### src/design/radix4_fft_dit_top_assert.svh
// assertion macros for the radix-4 fft block
`ifndef RADIX4_FFT_DIT_TOP_ASSERT_SVH
`define RADIX4_FFT_DIT_TOP_ASSERT_SVH
`ifndef SYNTHESIS
`define R4_ASSERT_IMPL(label, clk, rst, a, c) \
  label: assert property (@(posedge clk) disable iff (rst) (a) |-> (c)) else $error("r4 check failed");
`define R4_ASSERT_NEXT(label, clk, rst, a, c) \
  label: assert property (@(posedge clk) disable iff (rst) (a) |=> (c)) else $error("r4 check failed");
`else
`define R4_ASSERT_IMPL(label, clk, rst, a, c)
`define R4_ASSERT_NEXT(label, clk, rst, a, c)
`endif
`endif

### src/design/r4fft_pkg.sv
package r4fft_pkg;
  localparam int Points = 64;
  localparam int AddrBits = 6;
  localparam int Stages = 3;
  localparam int SampleBits = 16;
  localparam int TwBits = 16;
  localparam int ResBits = 22;
  localparam int LaneBits = ResBits + 2;
  localparam int AccBits = ResBits + 4;
  localparam int ProdBits = ResBits + TwBits + 1;
  localparam logic signed [ProdBits-1:0] ProdRound = ProdBits'(1) <<< (TwBits - 2);

  // cycle slots within one butterfly
  localparam logic [3:0] SlotMul = 4'd4;
  localparam logic [3:0] SlotSum = 4'd5;
  localparam logic [3:0] SlotWrite = 4'd6;
  localparam logic [3:0] SlotLast = 4'd9;

  typedef logic signed [ResBits-1:0] res_t;
  typedef logic signed [LaneBits-1:0] lane_t;
  typedef logic signed [AccBits-1:0] acc_t;
  typedef logic signed [TwBits-1:0] tw_t;
  typedef logic [AddrBits-1:0] addr_t;

  typedef struct packed {
    logic load_we;
    logic rd_en;
    addr_t rd_addr;
    logic [1:0] lane;
    addr_t tw_m;
    logic sum_en;
    logic wr_en;
    logic [1:0] wr_lane;
    addr_t wr_addr;
  } cmd_t;

  function automatic logic signed [16:0] cos_q(input logic [5:0] m);
    logic signed [16:0] t [17];
    logic signed [16:0] v;
    t = '{17'sd32768, 17'sd32610, 17'sd32138, 17'sd31357, 17'sd30274, 17'sd28899,
          17'sd27246, 17'sd25330, 17'sd23170, 17'sd20788, 17'sd18205, 17'sd15447,
          17'sd12540, 17'sd9512, 17'sd6393, 17'sd3212, 17'sd0};
    v = '0;
    if (m <= 6'd16) v = t[m[4:0]];
    else if (m <= 6'd32) v = -t[5'(6'd32 - m)];
    else if (m <= 6'd48) v = -t[5'(m - 6'd32)];
    else v = t[5'(7'd64 - {1'b0, m})];
    return v;
  endfunction

  function automatic tw_t tw_sat(input logic signed [16:0] v);
    tw_t r;
    if (v > 17'sd32767) r = 16'sh7fff;
    else if (v < -17'sd32768) r = 16'sh8000;
    else r = v[15:0];
    return r;
  endfunction

  function automatic res_t sat(input acc_t v);
    res_t r;
    if (v > AccBits'(2**(ResBits-1)-1)) r = {1'b0, {(ResBits-1){1'b1}}};
    else if (v < -AccBits'(2**(ResBits-1))) r = {1'b1, {(ResBits-1){1'b0}}};
    else r = v[ResBits-1:0];
    return r;
  endfunction

  function automatic addr_t digit_rev(input addr_t a);
    return {a[1:0], a[3:2], a[5:4]};
  endfunction
endpackage

### src/design/r4fft_ctrl.sv
`include "radix4_fft_dit_top_assert.svh"
module r4fft_ctrl (
  input  logic clk,
  input  logic rst,
  input  logic in_fire,
  input  logic out_ready,
  output logic in_ready,
  output logic out_valid,
  output r4fft_pkg::addr_t load_addr,
  output r4fft_pkg::addr_t out_index,
  output r4fft_pkg::cmd_t cmd
);
  typedef enum logic [3:0] {
    S_LOAD = 4'b0001,
    S_BFLY = 4'b0010,
    S_EMIT = 4'b0100,
    S_HOLD = 4'b1000
  } state_t;

  state_t state;
  r4fft_pkg::addr_t count;
  logic [1:0] stage;
  logic [3:0] grp;
  logic [3:0] sub;
  logic [1:0] wl;

  // address of one lane of butterfly grp in stage
  function automatic r4fft_pkg::addr_t lane_addr(input logic [1:0] st, input logic [3:0] g,
                                                 input logic [1:0] ln);
    r4fft_pkg::addr_t a;
    unique case (st)
      2'd0: a = {g, ln};
      2'd1: a = {g[3:2], ln, g[1:0]};
      default: a = {ln, g};
    endcase
    return a;
  endfunction

  // twiddle index k * step * lane, below 64
  function automatic r4fft_pkg::addr_t tw_index(input logic [1:0] st, input logic [3:0] g,
                                                input logic [1:0] ln);
    logic [5:0] k6;
    logic [5:0] s6;
    logic [5:0] l6;
    l6 = {4'd0, ln};
    unique case (st)
      2'd0: begin
        k6 = '0;
        s6 = 6'd16;
      end
      2'd1: begin
        k6 = {4'd0, g[1:0]};
        s6 = 6'd4;
      end
      default: begin
        k6 = {2'd0, g};
        s6 = 6'd1;
      end
    endcase
    return k6 * s6 * l6;
  endfunction

  assign in_ready = (state == S_LOAD);
  assign load_addr = r4fft_pkg::digit_rev(count);

  always_comb begin
    wl = 2'(sub - r4fft_pkg::SlotWrite);
    cmd = '0;
    cmd.load_we = in_fire;
    if (state == S_BFLY) begin
      if (sub < r4fft_pkg::SlotMul) begin
        cmd.rd_en = 1'b1;
        cmd.lane = sub[1:0];
        cmd.rd_addr = lane_addr(stage, grp, sub[1:0]);
        cmd.tw_m = tw_index(stage, grp, sub[1:0]);
      end
      cmd.sum_en = (sub == r4fft_pkg::SlotSum);
      if (sub >= r4fft_pkg::SlotWrite) begin
        cmd.wr_en = 1'b1;
        cmd.wr_lane = wl;
        cmd.wr_addr = lane_addr(stage, grp, wl);
      end
    end else if (state == S_EMIT || state == S_HOLD) begin
      cmd.rd_addr = (state == S_HOLD && out_ready) ? 6'(out_index + 6'd1) : out_index;
    end
  end

  always_ff @(posedge clk) begin
    if (rst) begin
      state <= S_LOAD;
      count <= '0;
      stage <= '0;
      grp <= '0;
      sub <= '0;
      out_index <= '0;
      out_valid <= 1'b0;
    end else begin
      unique case (state)
        S_LOAD: begin
          if (in_fire) begin
            count <= 6'(count + 6'd1);
            if (count == 6'(r4fft_pkg::Points - 1)) begin
              state <= S_BFLY;
              stage <= '0;
              grp <= '0;
              sub <= '0;
            end
          end
        end
        S_BFLY: begin
          // 4 reads, multiply, sums, 4 writebacks
          if (sub == r4fft_pkg::SlotLast) begin
            sub <= '0;
            grp <= 4'(grp + 4'd1);
            if (grp == 4'(r4fft_pkg::Points / 4 - 1)) begin
              if (stage == 2'(r4fft_pkg::Stages - 1)) begin
                state <= S_EMIT;
                out_index <= '0;
              end else begin
                stage <= 2'(stage + 2'd1);
              end
            end
          end else begin
            sub <= 4'(sub + 4'd1);
          end
        end
        S_EMIT: begin
          state <= S_HOLD;
          out_valid <= 1'b1;
        end
        S_HOLD: begin
          if (out_ready) begin
            out_index <= 6'(out_index + 6'd1);
            if (out_index == 6'(r4fft_pkg::Points - 1)) begin
              out_valid <= 1'b0;
              state <= S_LOAD;
              count <= '0;
            end
          end
        end
        default: state <= S_LOAD;
      endcase
    end
  end

  `R4_ASSERT_IMPL(a_no_load_busy, clk, rst, state != S_LOAD, !in_ready)
  `R4_ASSERT_IMPL(a_valid_hold, clk, rst, out_valid, state == S_HOLD)
  `R4_ASSERT_NEXT(a_frame_start, clk, rst, in_fire && count == 6'd63, state == S_BFLY)
endmodule

### config.mk
export PLATFORM = sky130hd
export DESIGN_NAME = r4fft_ctrl
export DESIGN_NICKNAME = d
export VERILOG_FILES = /design/src/design/r4fft_pkg.sv /design/src/design/r4fft_ctrl.sv
export VERILOG_INCLUDE_DIRS = /design/src /design/src/design
export SDC_FILE = /design/constraint.sdc
export NUM_CORES = 1
export LEC_CHECK = 0
export BUFFER_PORTS_ARGS = -buffer_cell sky130_fd_sc_hd__buf_2
export CAP_MARGIN = 40
export CELL_PAD_IN_SITES_DETAIL_PLACEMENT = 0
export CELL_PAD_IN_SITES_GLOBAL_PLACEMENT = 1
export CORE_UTILIZATION = 35
export DETAILED_ROUTE_END_ITERATION = 16
export GPL_TIMING_DRIVEN = 1
export PLACE_DENSITY = 0.74
export RECOVER_POWER = 50
export SYNTH_ARGS = -nofsm -noshare
export SYNTH_HDL_FRONTEND = slang
export SYNTH_SLANG_ARGS = --single-unit
### constraint.sdc
create_clock -name clk -period 7 [get_ports clk]
set_input_delay 0.7 -clock clk [delete_from_list [all_inputs] [get_ports clk]]
set_output_delay 0.7 -clock clk [all_outputs]
set_load 0.005 [all_outputs]
==> run_results.csv <==
group,metric,value,unit
clocking,clkTransAtPathRegs,90,ps
finish,utilization,40.54,%
sta,hold_violations,0,
sta,whs,518.4,ps
logic_synthesis,synth_edf_count,0,
sta,finalSetupViolations,0,
floorplan,coreArea,0.005886,mm2
sta,report.final.slew_viol_count,0,
power_and_ir_drop,p_clk_share,35.3,%
clocking,cts_setup_buffers,0,
floorplan,start_util,36.18,%
finish,regArea,540.5,um2
worst_setup_path,end_kind,"primary output",
clocking,tritoncts,"built",
logic_synthesis,syn_area,0.002130,mm2
finish,syn_to_final_growth,12.04,%
logic_synthesis,ys_warn_count,0,
finish,nFillCells,644,
global_route,grt_use_total,16.43,%
clocking,htree_levels,1,
power_and_ir_drop,p_leak,0.001027,uW
power_and_ir_drop,p_sw,54.56,uW
power_and_ir_drop,pwr-share-comb,3.2,%
floorplan,rows,28,
logic_synthesis,synth_top_area_cell,"dfxtp_1",
clocking,cts_made_buffers,3,
floorplan,die_area,0.006400,mm2
sta,relSlewSlack,22.99,%
clocking,post_cts_resized,0,
power_and_ir_drop,switching_share,21.61,%
logic_synthesis,ys_seq_elements,27,
run,drv_cap,0,
detailed_routing,drt_iter0_drc,67,
global_route,grt_pass1_vias,1786,
logic_synthesis,yosys.area.top_type_share,25.38,%
detailed_routing,antenna_left,0,
detailed_routing,dr_wl_met3,141,um
finish,drive_above_1_share,14.94,%
global_route,antenna_found_initial,0,
detailed_routing,firstDrtPassIters,4,
sta,min_period_over_period,64.45,%
worst_setup_path,worst-path-max-fanout,10,
clocking,clkSinkCount,27,
logic_synthesis,syn_area_per_cell,7.716,um2
power_and_ir_drop,vdd_ir_drop_max,0.08821,mV
worst_setup_path,cp_data_required_time,6300,ps
detailed_routing,drt-vias-per-instance,5.133,
clocking,root_buffer,"clkbuf_8",
finish,layout_commonest_cell,"buf_2",
logic_synthesis,synth_cells,276,
clocking,clk_path_buf_depth,2,
global_route,grt_max_degree,20,
logic_synthesis,synth_ff_type,"dfxtp_1",
min_path,hold_start,"count[1]$_SDFFE_PP0P_",
placed_design,portBuffers,43,
detailed_routing,dr.max_layer_used,"met4",
power_and_ir_drop,p_int,197.9,uW
finish,n_antenna_cell,0,
power_and_ir_drop,power_density,105.8,mW/mm2
finish,design_area,0.002386,mm2
detailed_routing,wl_met1,2512,um
power_and_ir_drop,power_frac_seq,61.5,%
sta,skew,1.769,ps
logic_synthesis,synthTopCellsByArea,"dfxtp_1 25%, ha_1 11%, nor2_1 6.2%, xnor2_1 5.3%, a21oi_1 5.2%",
finish,final_cell_mix,"39 x buf_2, 35 x nor2_1, 27 x dfxtp_1, 23 x nand2_1, 22 x a21oi_1",
placed_design,post-place-ws,2829,ps
placed_design,gp_congestion,0.7678,
floorplan,fp.dieH,80,um
placed_design,dpl_cell_area,0.002362,mm2
clocking,postCtsHoldBufs,0,
sta,fin_tns_setup,0,ps
logic_synthesis,yosysSeqAreaShare,25.38,%
worst_setup_path,crit_start,"stage[0]$_SDFFE_PP0P_",
sta,max_freq,221.7,MHz
sta,setup_ws,2489,ps
placed_design,dp_hpwl,3821,um
finish,multi_input_area,0.001444,mm2
global_route,grt_pass1_wl,8404,um
floorplan,io_pins,44,
worst_setup_path,start_kind,"flop",
sta,rsz0062_at_grt,"false",
detailed_routing,drc_errors,0,
global_route,overflow,0,
worst_setup_path,r2r_start,"state[3]$_SDFFE_PP0P_",
sta,tightest_slew,1139,ps
detailed_routing,drt_wl_total,4974,um
logic_synthesis,ys_async_sr_fraction,0,%
worst_setup_path,arrival,3810,ps
outcome,status,"complete, no violations",
sta,period_needed,4511,ps
logic_synthesis,post_synth_num_cell_types,45,
worst_setup_path,critical_path_class,"reg -> out",
floorplan,die_x,80,um
finish,fin_nets,333,
clocking,clock_latency,270,ps
detailed_routing,route.vias.total,1966,
logic_synthesis,synthesis.nets,300,
detailed_routing,route.met2.wl,2278,um
detailed_routing,wl_per_cell,12.99,um
min_path,worst_hold_path_type,"reg -> reg",
==> power by group through the flow <==
stage | combinational (uW) | sequential, uW | clock (uW)
global placement | 8.43 | 159 | 0
CTS | 8.44 | 155 | 92.3
floorplan | 5.24 | 159 | 0
detailed placement | 8.43 | 159 | 0
finish | 8.03 | 155 | 89.1
global route | 9.44 | 156 | 97.3
==> through the flow <==
step | power [uW] | instances
2_1_floorplan | 164.2 | 276
3_3_place_gp | 167.4 | 379
3_5_place_dp | 167.4 | 379
4_1_cts | 256.2 | 383
5_1_grt | 262.5 | 383
6_report | 252.5 | 383
==> logic make-up (layout without fill, tap and decap cells) <==
kind of cell / Yosys count / count (layout) / synth area share (%)
mux: 3 / 3 / 1.469
xor+xnor: 20 / 20 / 8.226
buf+inv: 28 / 60 / 6.052
flops: 27 / 27 / 25.38
fa+ha+maj: 20 / 20 / 12.10
compound gates: 56 / 56 / 17.04
simple gates: 122 / 122 / 29.73
==> sequential cells by signal (all words and copies together) (netlist names) <==
| register | count |
|---|---|
| count | 6 |
| grp | 4 |
| out_index | 6 |
| out_valid | 1 |
| stage | 2 |
| state | 4 |
| sub | 4 |
==> cells in the mapped netlist (2+ instances only) <==
library cell and number:
nand3b_1 2, nor3_1 3, xnor2_1 13, o22ai_1 6, nand3_1 12, buf_6 2, nor2_1 35, and2_1 14
inv_1 12, a221oi_1 2, dfxtp_1 27, a211oi_1 4, and3_1 8, ha_1 19, nand2b_1 8, a311oi_1 2
xor2_1 7, clkbuf_1 8, a22oi_1 5, mux2i_1 2, nor4b_2 2, o21ai_1 2, buf_2 4, nand4_1 7
nand2_1 23, a21oi_1 22, a21boi_0 3, o21ai_0 5
==> per-layer routing <==
layer  global-route usage (%)  up-vias
li1                         -     1030
met1                    21.94      904
met2                    27.86       27
met3                    2.171        5
met4                    3.750        0
met5                        0        -
==> critical path: stages (launching register included) <==
cell     delay (ps)
dfxtp_1         370
inv_1            90
ha_1            320
nor2_1          480
and3_1          240
ha_1            230
ha_1            300
ha_1            310
and2_1          160
ha_1            300
nor2_1           90
a21oi_1          60
xor2_1          160
a211o_1         270
nand2_1          60
buf_2           100
==> final timing paths <==
path / endpoint / slack (ps) / depth (start not counted)
hold / removal: count[1]$_SDFFE_PP0P_ / 520 / 2
setup / recovery: cmd[15] / 2490 / 15
hold reg to reg: count[1]$_SDFFE_PP0P_ / 520 / 2
setup reg to reg: out_index[5]$_SDFFE_PP0P_ / 4390 / 5
==> cell type report <==
type / instances / area share (%)
clock buffers: 4 / 1.888
inverters: 12 / 1.888
well taps: 75 / 3.933
repair buffers: 44 / 9.124
flip-flops and latches: 27 / 22.65
multi-input cells: 221 / 60.51
Power figures use the tool's default switching activity.
